File: config.mk
export PLATFORM = sky130hd
export DESIGN_NAME = color_match_row_band_finder_flat
export DESIGN_NICKNAME = d
export VERILOG_FILES = /design/src/rtl/cmrb_pkg.sv /design/src/rtl/cmrb_pix_if.sv /design/src/rtl/cmrb_band_if.sv /design/src/rtl/color_match_row_band_finder.sv /design/src/flat_wrapper.sv
export SDC_FILE = /design/constraint.sdc
export NUM_CORES = 1
export LEC_CHECK = 0
export BUFFER_PORTS_ARGS = -buffer_cell sky130_fd_sc_hd__buf_4
export CAP_MARGIN = 20
export CORE_MARGIN = 2
export CORE_UTILIZATION = 33
export CTS_CLUSTER_DIAMETER = 150
export DETAILED_ROUTE_END_ITERATION = 8
export PLACE_DENSITY = 0.47
export SLEW_MARGIN = 20
export SYNTH_ARGS = -nofsm -noshare
export SYNTH_HDL_FRONTEND = slang
export SYNTH_SLANG_ARGS = --single-unit
File: constraint.sdc
create_clock -name clk_i -period 5.9 [get_ports clk_i]
set_input_delay 0.295 -clock clk_i [delete_from_list [all_inputs] [get_ports clk_i]]
set_output_delay 0.295 -clock clk_i [all_outputs]
set_load 0.05 [all_outputs]
File: src/rtl/cmrb_pkg.sv
`default_nettype none
package cmrb_pkg;

  localparam int unsigned ChanW   = 8;
  localparam int unsigned CountW  = 7;
  localparam int unsigned BandW   = 6;
  localparam int unsigned CfgIdxW = 3;
  localparam int unsigned CfgW    = 8;

  typedef logic [ChanW-1:0]  chan_t;
  typedef logic [CountW-1:0] count_t;
  typedef logic [BandW-1:0]  band_row_t;

  typedef enum logic [CfgIdxW-1:0] {
    CFG_TOLERANCE = 3'd0,
    CFG_SAMPLE_R  = 3'd1,
    CFG_SAMPLE_G  = 3'd2,
    CFG_SAMPLE_B  = 3'd3,
    CFG_THRESHOLD = 3'd4
  } cfg_idx_e;

  localparam chan_t     TolReset       = 8'd16;
  localparam count_t    ThreshReset    = 7'd4;
  localparam count_t    CountMax       = 7'd127;
  localparam band_row_t FallbackTop    = 6'd30;
  localparam band_row_t FallbackBottom = 6'd31;

endpackage
`default_nettype wire

File: src/rtl/cmrb_pix_if.sv
`default_nettype none
interface cmrb_pix_if;
  import cmrb_pkg::*;

  logic  valid;
  logic  ready;
  chan_t red;
  chan_t green;
  chan_t blue;
  logic  row_end;
  logic  frame_end;

  modport source (output valid, red, green, blue, row_end, frame_end, input ready);
  modport sink   (input valid, red, green, blue, row_end, frame_end, output ready);
endinterface
`default_nettype wire

File: src/rtl/cmrb_band_if.sv
`default_nettype none
interface cmrb_band_if;
  import cmrb_pkg::*;

  logic      valid;
  logic      ready;
  band_row_t top_row;
  band_row_t bottom_row;
  logic      found;

  modport source (output valid, top_row, bottom_row, found, input ready);
  modport sink   (input valid, top_row, bottom_row, found, output ready);
endinterface
`default_nettype wire

File: src/rtl/color_match_row_band_finder.sv
`default_nettype none
// Color-match row band finder. Takes one RGB pixel per clock in raster order on pix_i and
// counts, per row, the pixels whose three channels each lie within color_tolerance of the
// sample color. On the pixel flagged frame_end (which also closes its row) the band result
// is loaded into the output register and shown on band_o in the next cycle: bottom_row is
// the last row with at least row_threshold matches that has a zero-count row at or above
// it, top_row is one past the nearest such zero row; otherwise 30/31 with found low. Frame
// state then clears. Throughput is one pixel per cycle, with a combinational compare and row
// counter update; pix_i stalls only while a band result waits and band_o is not ready. The user
// writes registers via cfg_we_i/cfg_idx_i/cfg_data_i only while the stream is idle; not enforced.
module color_match_row_band_finder #(
  parameter int unsigned ROWS = 64
) (
  input  wire logic                      clk_i,
  input  wire logic                      rst_ni,
  input  wire logic                      cfg_we_i,
  input  wire logic [cmrb_pkg::CfgIdxW-1:0] cfg_idx_i,
  input  wire logic [cmrb_pkg::CfgW-1:0]    cfg_data_i,
  cmrb_pix_if.sink                       pix_i,
  cmrb_band_if.source                    band_o
);
  import cmrb_pkg::*;

  localparam int unsigned RowW = (ROWS > 1) ? $clog2(ROWS) : 1;
  localparam logic [RowW-1:0] RowLast = RowW'(ROWS - 1);

  typedef logic [RowW-1:0] row_t;

  // configuration
  chan_t  tol_q, samp_r_q, samp_g_q, samp_b_q;
  count_t thresh_q;

  always_ff @(posedge clk_i or negedge rst_ni) begin
    if (!rst_ni) begin
      tol_q    <= TolReset;
      samp_r_q <= '0;
      samp_g_q <= '0;
      samp_b_q <= '0;
      thresh_q <= ThreshReset;
    end else if (cfg_we_i) begin
      case (cfg_idx_e'(cfg_idx_i))
        CFG_TOLERANCE: tol_q    <= cfg_data_i;
        CFG_SAMPLE_R:  samp_r_q <= cfg_data_i;
        CFG_SAMPLE_G:  samp_g_q <= cfg_data_i;
        CFG_SAMPLE_B:  samp_b_q <= cfg_data_i;
        CFG_THRESHOLD: thresh_q <= cfg_data_i[CountW-1:0];
        default: ;
      endcase
    end
  end

  // frame state
  count_t    count_q, count_d;
  row_t      row_q, row_d;
  row_t      zrow_q, zrow_d;
  logic      zseen_q, zseen_d;
  band_row_t top_q, top_d;
  band_row_t bot_q, bot_d;
  logic      bvalid_q, bvalid_d;

  // output register
  logic      out_valid_q, out_valid_d;
  band_row_t out_top_q, out_top_d;
  band_row_t out_bot_q, out_bot_d;
  logic      out_found_q, out_found_d;

  logic in_acc;
  logic match;
  logic close_row;
  logic count_zero, row_strong;
  count_t count_inc;
  row_t   zrow_eff;
  logic   zseen_eff;
  logic [RowW+BandW-1:0] zrow_ext, row_ext;

  function automatic logic near(chan_t a, chan_t b, chan_t tol);
    chan_t d;
    d = (a >= b) ? (a - b) : (b - a);
    return d <= tol;
  endfunction

  assign pix_i.ready = !out_valid_q || band_o.ready;
  assign in_acc      = pix_i.valid && pix_i.ready;

  assign match = near(pix_i.red, samp_r_q, tol_q) && near(pix_i.green, samp_g_q, tol_q) &&
                 near(pix_i.blue, samp_b_q, tol_q);

  assign count_inc  = (match && count_q != CountMax) ? count_q + 7'd1 : count_q;
  assign close_row  = pix_i.row_end || pix_i.frame_end;
  assign count_zero = (count_inc == '0);
  assign zrow_eff   = count_zero ? row_q : zrow_q;
  assign zseen_eff  = count_zero || zseen_q;
  assign row_strong = (count_inc >= thresh_q) && zseen_eff;
  // low six bits of row numbers, whatever the row index width
  assign zrow_ext   = {{BandW{1'b0}}, zrow_eff};
  assign row_ext    = {{BandW{1'b0}}, row_q};

  always_comb begin
    count_d     = count_q;
    row_d       = row_q;
    zrow_d      = zrow_q;
    zseen_d     = zseen_q;
    top_d       = top_q;
    bot_d       = bot_q;
    bvalid_d    = bvalid_q;
    out_valid_d = out_valid_q && !band_o.ready;
    out_top_d   = out_top_q;
    out_bot_d   = out_bot_q;
    out_found_d = out_found_q;
    if (in_acc) begin
      count_d = count_inc;
      if (close_row) begin
        count_d = '0;
        row_d   = (row_q == RowLast) ? '0 : row_q + 1'b1;
        zrow_d  = zrow_eff;
        zseen_d = zseen_eff;
        if (row_strong) begin
          top_d    = zrow_ext[BandW-1:0] + 1'b1;
          bot_d    = row_ext[BandW-1:0];
          bvalid_d = 1'b1;
        end
      end
      if (pix_i.frame_end) begin
        out_valid_d = 1'b1;
        if (row_strong) begin
          out_top_d   = zrow_ext[BandW-1:0] + 1'b1;
          out_bot_d   = row_ext[BandW-1:0];
          out_found_d = 1'b1;
        end else if (bvalid_q) begin
          out_top_d   = top_q;
          out_bot_d   = bot_q;
          out_found_d = 1'b1;
        end else begin
          out_top_d   = FallbackTop;
          out_bot_d   = FallbackBottom;
          out_found_d = 1'b0;
        end
        count_d  = '0;
        row_d    = '0;
        zrow_d   = '0;
        zseen_d  = 1'b0;
        top_d    = '0;
        bot_d    = '0;
        bvalid_d = 1'b0;
      end
    end
  end

  always_ff @(posedge clk_i or negedge rst_ni) begin
    if (!rst_ni) begin
      count_q     <= '0;
      row_q       <= '0;
      zrow_q      <= '0;
      zseen_q     <= 1'b0;
      top_q       <= '0;
      bot_q       <= '0;
      bvalid_q    <= 1'b0;
      out_valid_q <= 1'b0;
    end else begin
      count_q     <= count_d;
      row_q       <= row_d;
      zrow_q      <= zrow_d;
      zseen_q     <= zseen_d;
      top_q       <= top_d;
      bot_q       <= bot_d;
      bvalid_q    <= bvalid_d;
      out_valid_q <= out_valid_d;
    end
  end

  always_ff @(posedge clk_i) begin
    out_top_q   <= out_top_d;
    out_bot_q   <= out_bot_d;
    out_found_q <= out_found_d;
  end

  assign band_o.valid      = out_valid_q;
  assign band_o.top_row    = out_top_q;
  assign band_o.bottom_row = out_bot_q;
  assign band_o.found      = out_found_q;

endmodule
`default_nettype wire

File: src/flat_wrapper.sv
// flat-port wrapper written by rule: the top's interface ports become plain ports
module color_match_row_band_finder_flat import cmrb_pkg::*;
#(
  parameter int unsigned ROWS = 64
)
  (clk_i, rst_ni, cfg_we_i, cfg_idx_i, cfg_data_i, pix_i_valid, pix_i_red, pix_i_green, pix_i_blue, pix_i_row_end, pix_i_frame_end, pix_i_ready, band_o_valid, band_o_top_row, band_o_bottom_row, band_o_found, band_o_ready);
  cmrb_pix_if pix_i_i ();
  cmrb_band_if band_o_i ();
  input  wire logic clk_i;
  input  wire logic rst_ni;
  input  wire logic cfg_we_i;
  input  wire logic [cmrb_pkg::CfgIdxW-1:0] cfg_idx_i;
  input  wire logic [cmrb_pkg::CfgW-1:0] cfg_data_i;
  input wire logic [$bits(pix_i_i.valid)-1:0] pix_i_valid;
  input wire logic [$bits(pix_i_i.red)-1:0] pix_i_red;
  input wire logic [$bits(pix_i_i.green)-1:0] pix_i_green;
  input wire logic [$bits(pix_i_i.blue)-1:0] pix_i_blue;
  input wire logic [$bits(pix_i_i.row_end)-1:0] pix_i_row_end;
  input wire logic [$bits(pix_i_i.frame_end)-1:0] pix_i_frame_end;
  output wire logic [$bits(pix_i_i.ready)-1:0] pix_i_ready;
  output wire logic [$bits(band_o_i.valid)-1:0] band_o_valid;
  output wire logic [$bits(band_o_i.top_row)-1:0] band_o_top_row;
  output wire logic [$bits(band_o_i.bottom_row)-1:0] band_o_bottom_row;
  output wire logic [$bits(band_o_i.found)-1:0] band_o_found;
  input wire logic [$bits(band_o_i.ready)-1:0] band_o_ready;
  assign pix_i_i.valid = pix_i_valid;
  assign pix_i_i.red = pix_i_red;
  assign pix_i_i.green = pix_i_green;
  assign pix_i_i.blue = pix_i_blue;
  assign pix_i_i.row_end = pix_i_row_end;
  assign pix_i_i.frame_end = pix_i_frame_end;
  assign pix_i_ready = pix_i_i.ready;
  assign band_o_valid = band_o_i.valid;
  assign band_o_top_row = band_o_i.top_row;
  assign band_o_bottom_row = band_o_i.bottom_row;
  assign band_o_found = band_o_i.found;
  assign band_o_i.ready = band_o_ready;
  color_match_row_band_finder #(.ROWS(ROWS)) u_core (.clk_i(clk_i), .rst_ni(rst_ni), .cfg_we_i(cfg_we_i), .cfg_idx_i(cfg_idx_i), .cfg_data_i(cfg_data_i), .pix_i(pix_i_i), .band_o(band_o_i));
endmodule
Word level (Yosys, flattened, before mapping)
Index checks and enable logic that the tools add are counted.
{"block": "classes", "addsub": 9, "reduce_logical": 23, "n_eq_ne": 6, "muxes": 30, "order_cmp": 7}
{"cell": "2-to-1 mux 6 bit", "n": 16}
{"cell": "subtractor 8 bit", "n": 6}
{"cell": "greater-or-equal comparator 8 bit", "n": 3}
{"cell": "<= comparator 8 bit", "n": 3}
{"cell": "2-to-1 mux 8 bit", "n": 3}
{"cell": "2-to-1 mux 7 bit", "n": 3}
{"cell": "AND reduction 2 bit", "n": 7}
{"cell": "adder 6 x 1 -> 6 bit (second input constant)", "n": 2}
{"cell": "2-to-1 mux 1 bit", "n": 8}
{"cell": "adder 7 x 1 -> 7 bit (second input constant)", "n": 1}
{"cell": "greater-or-equal comparator 7 bit", "n": 1}
{"cell": "zero test 7 bit", "n": 1}
{"cell": "!= test 7 bit (second input constant)", "n": 1}
{"cell": "== test 3 x 2 -> 1 bit (second input constant)", "n": 2}
{"cell": "== test 6 bit (second input constant)", "n": 1}
{"cell": "logical AND 1 bit", "n": 6}
{"cell": "nonzero test 2 bit", "n": 2}
{"cell": "== test 3 x 1 -> 1 bit (second input constant)", "n": 1}
{"cell": "== test 3 bit (second input constant)", "n": 1}
{"cell": "zero test 3 bit", "n": 1}
{"cell": "logical OR 1 bit", "n": 3}
{"cell": "AND reduction 3 bit", "n": 1}
{"cell": "zero test 1 bit", "n": 2}
{"block": "totals", "word_cells": 91, "ff_bits": 86, "out_inout_bits": 15, "inputBits": 42}

Logic depth before layout (Yosys ltp)
Gate-level depths: netlist (run 1).
{"block": "depth", "ltp_word": 13, "mapped_depth": 32, "mapped_depth_nobuf": 30}

Least setup slack after synthesis (run 1)
No wires, ideal clock.
{"block": "synth_path", "kind": "input-to-reg", "from": "in pix_i_green[0]", "to": "reg u_core.out_top_q[5], in the netlist u_core.band_o.top_row[5], data pin", "t_required_ns": 5.630, "stages": 30, "setup_slack_ns": 0.145, "setup_ns": 0.270, "arrival_time_ns": 5.486, "n_path_buf": 1, "cell_sequence": "inv_1 -> ha_1 -> inv_1 -> fa_1 -> a21o_1 -> a2111oi_4 -> nor4_1 -> or3b_1 -> a31oi_1 -> o21ai_2 -> o21ai_2 -> a21oi_2 -> xnor2_1 -> ha_1 -> a21oi_1 -> o21ai_0 -> o21a_1 -> a211oi_2 -> nand3_2 -> xor2_1 -> ha_1 -> nand2b_1 -> a21o_1 -> a21o_1 -> a21o_1 -> a21oi_1 -> o21ai_0 -> o21ai_2 -> clkbuf_1 -> o21ai_0"}
{"block": "synth_via", "elab_chain_cells": 11, "word_cells_on_any_way": 16, "cone_classes": "add/sub (3); order compare (3); mux (4); reduce/logical (6)"}
{"item": "start, declared", "line_no": "flat_wrapper.sv:16", "source": "input wire logic [$bits(pix_i_i.green)-1:0] pix_i_green;"}
{"item": "subtractor 8 bit / greater-or-equal comparator 8 bit (equally long branches)", "line_no": "color_match_row_band_finder.sv:78", "source": "d = (a >= b) ? (a - b) : (b - a);"}
{"item": "2-to-1 mux 8 bit *", "line_no": "color_match_row_band_finder.sv:78"}
{"item": "<= comparator 8 bit *", "line_no": "color_match_row_band_finder.sv:79", "source": "return d <= tol;"}
{"item": "logical AND 1 bit * (2 in series)", "line_no": "color_match_row_band_finder.sv:85", "source": "assign match = near(pix_i.red, samp_r_q, tol_q) && near(pix_i.green, samp_g_q, tol_q) &&"}
{"item": "logical AND 1 bit *", "line_no": "color_match_row_band_finder.sv:88", "source": "assign count_inc = (match && count_q != CountMax) ? count_q + 7'd1 : count_q;"}
{"item": "2-to-1 mux 7 bit *", "line_no": "color_match_row_band_finder.sv:88"}
{"item": "zero test 7 bit", "line_no": "color_match_row_band_finder.sv:90", "source": "assign count_zero = (count_inc == '0);"}
{"item": "2-to-1 mux 6 bit / logical OR 1 bit (equally long branches)", "line_no": "color_match_row_band_finder.sv:91, color_match_row_band_finder.sv:92"}
{"item": "adder 6 x 1 -> 6 bit / logical AND 1 bit (equally long branches)", "line_no": "color_match_row_band_finder.sv:126, color_match_row_band_finder.sv:93"}
{"item": "2-to-1 mux 6 bit *", "line_no": "color_match_row_band_finder.sv:125", "source": "if (row_strong) begin"}
{"item": "end signal, assigned", "line_no": "color_match_row_band_finder.sv:172", "source": "out_top_q <= out_top_d;"}
{"item": "end, declared", "line_no": "color_match_row_band_finder.sv:63", "source": "band_row_t out_top_q, out_top_d;"}
Every way passes the cells marked *; elsewhere a longest branch is shown, timed or not.
A chain may end at the register's enable or synchronous reset.

Final worst setup path (run 1)
{"block": "layout_path", "from": "reg u_core.samp_g_q[0]", "to": "reg u_core.out_top_q[2], in the netlist u_core.band_o.top_row[2], data pin"}
{"block": "layout_via", "elab_chain_cells": 11, "word_cells_on_any_way": 16, "cone_classes": "add/sub (3); order compare (3); mux (4); reduce/logical (6)"}
{"item": "start, declared", "line_no": "color_match_row_band_finder.sv:30", "source": "chan_t tol_q, samp_r_q, samp_g_q, samp_b_q;"}
{"item": "start signal, assigned", "line_no": "color_match_row_band_finder.sv:44", "source": "CFG_SAMPLE_G: samp_g_q <= cfg_data_i;"}
{"item": "subtractor 8 bit / greater-or-equal comparator 8 bit (equally long branches)", "line_no": "color_match_row_band_finder.sv:78"}
{"item": "2-to-1 mux 8 bit *", "line_no": "color_match_row_band_finder.sv:78"}
{"item": "<= comparator 8 bit *", "line_no": "color_match_row_band_finder.sv:79"}
{"item": "logical AND 1 bit * (2 in series)", "line_no": "color_match_row_band_finder.sv:85"}
{"item": "logical AND 1 bit *", "line_no": "color_match_row_band_finder.sv:88"}
{"item": "2-to-1 mux 7 bit *", "line_no": "color_match_row_band_finder.sv:88"}
{"item": "zero test 7 bit", "line_no": "color_match_row_band_finder.sv:90"}
{"item": "2-to-1 mux 6 bit / logical OR 1 bit (equally long branches)", "line_no": "color_match_row_band_finder.sv:91, color_match_row_band_finder.sv:92"}
{"item": "adder 6 x 1 -> 6 bit / logical AND 1 bit (equally long branches)", "line_no": "color_match_row_band_finder.sv:126, color_match_row_band_finder.sv:93"}
{"item": "2-to-1 mux 6 bit *", "line_no": "color_match_row_band_finder.sv:125"}
Marked as above.

==> impl_metrics.py, run 1 <==
metrics = {
    "sta": {
        "fmax_mhz": 169,
        "finalSetupViolCount": 1,
        "worst_pin_slew_ns": 0.983,
        "rsz0062_at_grt": "true",
        "hold_viol_final": 0,
        "min_period_ns": 5.93,
        "worst_slack_ns": -0.0291,
        "fin_crit_sh_pct": 100,
        "skew_ns": 0.00992,
        "maxSlewViolCount": 0,
        "slew_headroom_pct": 34.5,
    },
    "detailed_routing": {
        "wl_per_cell_um": 15.2,
        "drt_first_iter_violations": 216,
        "via_per_inst": 4.89,
        "wl_um": 16200,
        "final_antenna_net_count": 0,
        "drc": 0,
        "vias": 5227,
        "dr.pass1.iters": 4,
    },
    "power": {
        "vdd_drop_max_uv": 163,
        "powerDensity_nw_per_um2": 357,
        "leakagePower_nw": 3.74,
    },
    "synthesis": {
        "synthMuxAreaShare_pct": 6.63,
        "syn_area_um2": 6500,
        "syn_avg_cell_area_um2": 9.16,
        "ys_async_sr_fraction_pct": 84.9,
        "yosysWarnings": 0,
        "synthTopCellsByArea": "dfrtp_1, ha_1, edfxtp_1",
        "yosys.area_share.simple_pct": 13.3,
        "ys_seq_elements": 86,
        "yosysUniqueCellTypes": 64,
        "postSynthNetCount": 836,
        "yosysTopAreaCell": "dfrtp_1",
        "synth_ff_type": "dfrtp_1",
        "synth_top_family_by_area": "compound AO/OA/AOI/OAI gates",
        "synthXorXnorAreaFrac_pct": 3.91,
        "synth_fa_ha_area_share_pct": 17.1,
        "synth_cells": 709,
        "synth-compound-area-share_pct": 17.9,
        "synthTopCellsByCount": "inv_1, ha_1, dfrtp_1, nand2_1, o21ai_0",
        "synth_edf_count": 13,
        "seq_area_frac_synth_pct": 34.2,
        "netlist.area_leader.share_pct": 27.3,
        "yosysMostFrequentCell": "inv_1",
    },
    "place": {
        "numPortBuffers": 56,
        "dp_hpwl_um": 12200,
        "place.gp.congestion": 0.852,
        "dp_cells": 1044,
        "place_ws_ns": -0.355,
    },
    "global_routing": {
        "grt_pass1_vias": 5234,
        "antenna_found_initial": 0,
        "grt_overflow_total": 0,
        "grt_max_degree": 74,
        "grt_pass1_wl_um": 26300,
        "grt_usage_pct": 16.2,
    },
    "clock_network": {
        "ctsHoldBuffers": 0,
        "clk_pin_slew_ns": 0.07,
        "clock_latency_ns": 0.35,
        "clockRootBuffer": "clkbuf_16",
        "cts_buffers": 9,
        "cts_buffer_depth": 2,
        "h-tree-depth": 3,
        "cts_sinks": 86,
        "tritoncts": "done",
    },
    "critical_path": {
        "critPathLaunchType": "flop",
        "reg2regPathDepth": 29,
        "worstReg2RegStart": "u_core.samp_g_q[0]",
        "critPathMaxFanout": 7,
        "crit_arrival_ns": 6.03,
        "path_class": "flop to flop",
        "crit_top_cell": "a21o_1",
        "regToRegSetupSlack_ns": -0.03,
        "crit_required_ns": 6.00,
        "crit_slowest_cell": "a2111oi_4",
        "cp_top_family": "compound AO/OA/AOI/OAI gates",
        "cp-end-kind": "flop",
        "cp-startpoint": "u_core.samp_g_q[0]",
        "cp.buffers_inverters": 3,
        "max_stage_delay_ns": 0.46,
        "r2r-end": "u_core.band_o.top_row[2]",
    },
    "cells_and_area": {
        "multi_input_area_um2": 3920,
        "stdcell_count": 1069,
        "finalNetCount": 926,
        "diodes": 0,
        "syn_to_final_growth_pct": 22.1,
        "n_fill_cell": 1978,
        "drive_gt1_share_pct": 22.8,
        "regArea_um2": 2220,
        "utilization_pct": 40.9,
    },
    "status": {
        "violations": "negative setup slack",
        "status": "finished, violations left",
    },
    "floorplan": {
        "start_util_pct": 33.5,
        "io_pins": 57,
        "placement_rows": 51,
        "core_area_um2": 19400,
        "die_h_um": 144,
        "dieArea_um2": 20800,
        "die_x_um": 144,
    },
    "job": {
        "maxCapViolCount": 0,
    },
    "worst_hold_path": {
        "hold_class": "input port to async pin",
    },
}
[per-layer routing]
metal | vias up | global-route usage, % | share of wire (%)
met4 | 0 | 4.34 | 1.5
met2 | 58 | 27.7 | 48
met5 | - | 0 | 0
met3 | 14 | 2.28 | 1.9
li1 | 2640 | - | -
met1 | 2515 | 21.5 | 48
[report_power, final]
group	switching [mW]	internal, mW
Sequential	0.0611	0.692
Combinational	0.778	0.722
Clock	0.250	0.331
Total	1.09	1.74
[area by class of cell]
type	count	area share, %
Inverter	89	4.21
Timing Repair Buffer	103	10.4
Multi-Input combinational cell	510	49.4
Tap cell	265	4.18
Sequential cell	86	28.0
Clock inverter	7	0.915
Clock buffer	9	2.84
[sequential cells by signal, summed over array words and instances (netlist names), 6 cells and up]
signal and count:
u_core.row_q 6, u_core.zrow_q 6, u_core.count_q 7, u_core.samp_g_q 8
u_core.samp_r_q 8, u_core.tol_q 8, u_core.band_o.bottom_row 6, u_core.thresh_q 7
u_core.band_o.top_row 6, u_core.samp_b_q 8, u_core.bot_q 6, u_core.top_q 6
[through the flow]
stage               setup TNS, ns  hold WS (ns)  area [µm²]  total power [mW]
global placement            -1.72         0.474        7430              2.11
floorplan                       0     -0.000591        6500              1.71
detailed placement          -5.89         0.481        7430              2.14
CTS                             0         0.147        7900              2.81
global route                -7.33         0.184        7930              3.06
finish                    -0.0291         0.106        7930              2.83
[kinds of logic after synthesis]
| logic type | after synthesis |
|---|---|
| AO/OA/AOI/OAI | 174 |
| AND/OR/NAND/NOR | 182 |
| multiplexers | 40 |
| buffers and inverters | 113 |
| adder cells (fa/ha/maj) | 85 |
| XOR/XNOR | 29 |
| flip-flops | 86 |
[how the worst max path moves through the flow]
stage / cells past startpoint / slack, ns / to
global placement: 30 / -0.14 / u_core.top_q[3]
detailed placement: 31 / -0.36 / u_core.top_q[1]
floorplan: 30 / 0.14 / u_core.band_o.top_row[5]
CTS: 31 / 0.02 / u_core.band_o.bottom_row[1]
global route: 30 / -0.35 / u_core.band_o.top_row[2]
finish: 29 / -0.03 / u_core.band_o.top_row[2]
[what timing repair did]
action	in CTS	in global routing
gates cloned	2	0
gates resized for setup	12	19
setup buffers	6	4
pin swaps	9	20
setup endpoints to repair	25	26
[placed cells by master, fill, tap and decap left out, drive strengths merged, types with 5 or more instances in the layout]
master and instances:
dfrtp 71, a31oi 12, nand2b 6, fa 6, inv 91, nand2 68
mux2 24, o21ai 67, ha 79, a21o 11, mux2i 16, nor3 11
nand3 17, clkbuf 9, o21a 5, xor2 12, edfxtp 13, a22o 17
nand4 10, buf 103, a21oi 33, nor2 41, nor2b 5, xnor2 17
Power figures use the tool's default switching activity.
==> inputs of run 2 (changes only) <==
==> constraint.sdc (replaced) <==
create_clock -name clk_i -period 5.9 [get_ports clk_i]
set_input_delay 0 -clock clk_i [delete_from_list [all_inputs] [get_ports clk_i]]
set_output_delay 0 -clock clk_i [all_outputs]
set_load 0.05 [all_outputs]
==> run 2 against run 1 <==
Against the previous run: the run still ends with negative setup slack left; register-to-register slack got worse by 0.05 ns; highest routed layer unchanged; flip-flop and latch count is the same; non-clock buffer count up 2; largest power group unchanged; critical path type unchanged.
==> impl_metrics.py, run 2 (same netlist as run 1, synthesis figures left out) <==
metrics = {
    "status": {
        "status": "finished, violations left",
        "violations": "negative setup slack",
    },
    "sta": {
        "hold_viol_final": 0,
        "worst_slack_ns": -0.0783,
        "fmax_mhz": 167,
        "rsz0062_at_grt": "true",
        "min_period_ns": 5.98,
        "skew_ns": 0.0113,
        "setup_tns_ns": -0.911,
        "finalSetupViolCount": 19,
        "slew_headroom_pct": 38.4,
        "worst_pin_slew_ns": 0.921,
        "fin_crit_sh_pct": 101,
        "maxSlewViolCount": 0,
    },
    "critical_path": {
        "critPathLaunchType": "flop",
        "critPathMaxFanout": 7,
        "crit_arrival_ns": 6.09,
        "max_stage_delay_ns": 0.48,
        "cp-end-kind": "flop",
        "cp_top_family": "compound AO/OA/AOI/OAI gates",
        "crit_required_ns": 6.01,
        "crit_top_cell": "a21o_1",
        "crit_slowest_cell": "a2111oi_4",
        "cp.buffers_inverters": 2,
        "path_class": "flop to flop",
    },
    "cells_and_area": {
        "finalInstanceArea_um2": 7970,
        "final_common_cell": "buf_4",
        "drive_gt1_share_pct": 21.8,
        "syn_to_final_growth_pct": 22.7,
        "finalNetCount": 930,
        "mostFrequentLayoutCells": "buf_4, inv_1, ha_1",
        "diodes": 0,
    },
    "place": {
        "place.gp.congestion": 0.829,
        "numPortBuffers": 56,
        "dpl_cell_area_um2": 7320,
        "dp_hpwl_um": 12200,
        "place_ws_ns": -0.211,
    },
    "floorplan": {
        "start_util_pct": 33.5,
        "die_x_um": 144,
        "core_area_um2": 19400,
        "io_pins": 57,
        "die_h_um": 144,
        "dieArea_um2": 20800,
        "placement_rows": 51,
    },
    "power": {
        "pwr-share-clk_pct": 19.7,
        "p_sw_mw": 1.09,
        "vdd_drop_max_uv": 194,
        "power_mw": 2.77,
        "sequentialPowerShare_pct": 27.2,
        "combPwrFrac_pct": 53.1,
        "swShare_pct": 39.5,
        "p_int_mw": 1.68,
        "powerDensity_nw_per_um2": 348,
        "leakagePower_nw": 3.74,
    },
    "job": {
        "maxCapViolCount": 0,
    },
    "clock_network": {
        "clockRootBuffer": "clkbuf_16",
        "h-tree-depth": 3,
        "clock_latency_ns": 0.35,
        "cts_buffer_depth": 2,
        "clk_pin_slew_ns": 0.07,
        "cts_buffers": 9,
        "cts_sinks": 86,
        "tritoncts": "done",
    },
    "global_routing": {
        "grt_pass1_vias": 5176,
        "grt_overflow_total": 0,
        "grt_pass1_wl_um": 26400,
        "antenna_found_initial": 0,
        "grt_usage_pct": 16.3,
        "grt_max_degree": 74,
    },
    "detailed_routing": {
        "dr.pass1.iters": 5,
        "wl_per_cell_um": 15.6,
        "wl_um": 16700,
        "drc": 0,
        "final_antenna_net_count": 0,
        "drt_first_iter_violations": 272,
        "vias": 5370,
        "via_per_inst": 5.00,
    },
    "worst_hold_path": {
        "hold_class": "input port to flop",
    },
}
## run 2: per-stage QoR
stage	util [%]	instances	hold slack, ns
global placement	37.7	1030	0.236
floorplan	-	709	-0.296
global route	41.1	1073	0.0163
CTS	40.2	1061	0.00556
finish	41.1	1073	0.0202
detailed placement	37.7	1030	0.246
## run 2: final timing paths
path                               startpoint  depth (start not counted)  slack [ns]                  endpoint
setup / recovery           u_core.samp_g_q[0]                         29       -0.08  u_core.band_o.top_row[2]
hold / removal                  pix_i_row_end                          3        0.02         u_core.count_q[5]
setup reg to reg           u_core.samp_g_q[0]                         29       -0.08  u_core.band_o.top_row[2]
hold reg to reg               u_core.top_q[2]                          1        0.50           u_core.top_q[2]
max in group asynchronous              rst_ni                          2        5.15         u_core.count_q[6]
min in group asynchronous              rst_ni                          2        0.25        u_core.samp_b_q[3]
## run 2: layout make-up
cell class / count / area [µm²]
Fill cell: 1952 / 11400
Multi-Input combinational cell: 512 / 3950
Sequential cell: 86 / 2220
Timing Repair Buffer: 105 / 866
Inverter: 89 / 334
Tap cell: 265 / 332
Clock buffer: 9 / 225
Clock inverter: 7 / 46.3
## run 2: layer usage
layer | part of all wire (%) | vias to the layer above | global-route usage (%)
met5 | 0 | - | 0
met4 | 1.4 | 0 | 4.85
met3 | 3.0 | 15 | 2.58
met2 | 47 | 101 | 26.9
met1 | 49 | 2598 | 22.2
li1 | - | 2656 | -
## run 2: power by group through the flow
stage               Clock (mW)  Sequential, mW  Combinational [mW]
floorplan                    0           0.766               0.943
global placement             0           0.760                1.30
detailed placement           0           0.762                1.33
CTS                      0.567           0.752                1.39
global route             0.595           0.764                1.65
finish                   0.547           0.753                1.47
## run 2: worst min-delay path: stages
cell and delay, ns:
buf_4 0.10, nor3_1 0.05, a22o_1 0.17
## run 2: repair_timing
action / in CTS / in global routing
gates resized for setup: 7 / 27
buffers inserted: 3 / 10
gates cloned: 1 / 3
pin swaps: 4 / 27
endpoints found under the setup margin: 24 / 26
endpoints found under the hold margin: 111 / 0
hold buffers: 11 / 0
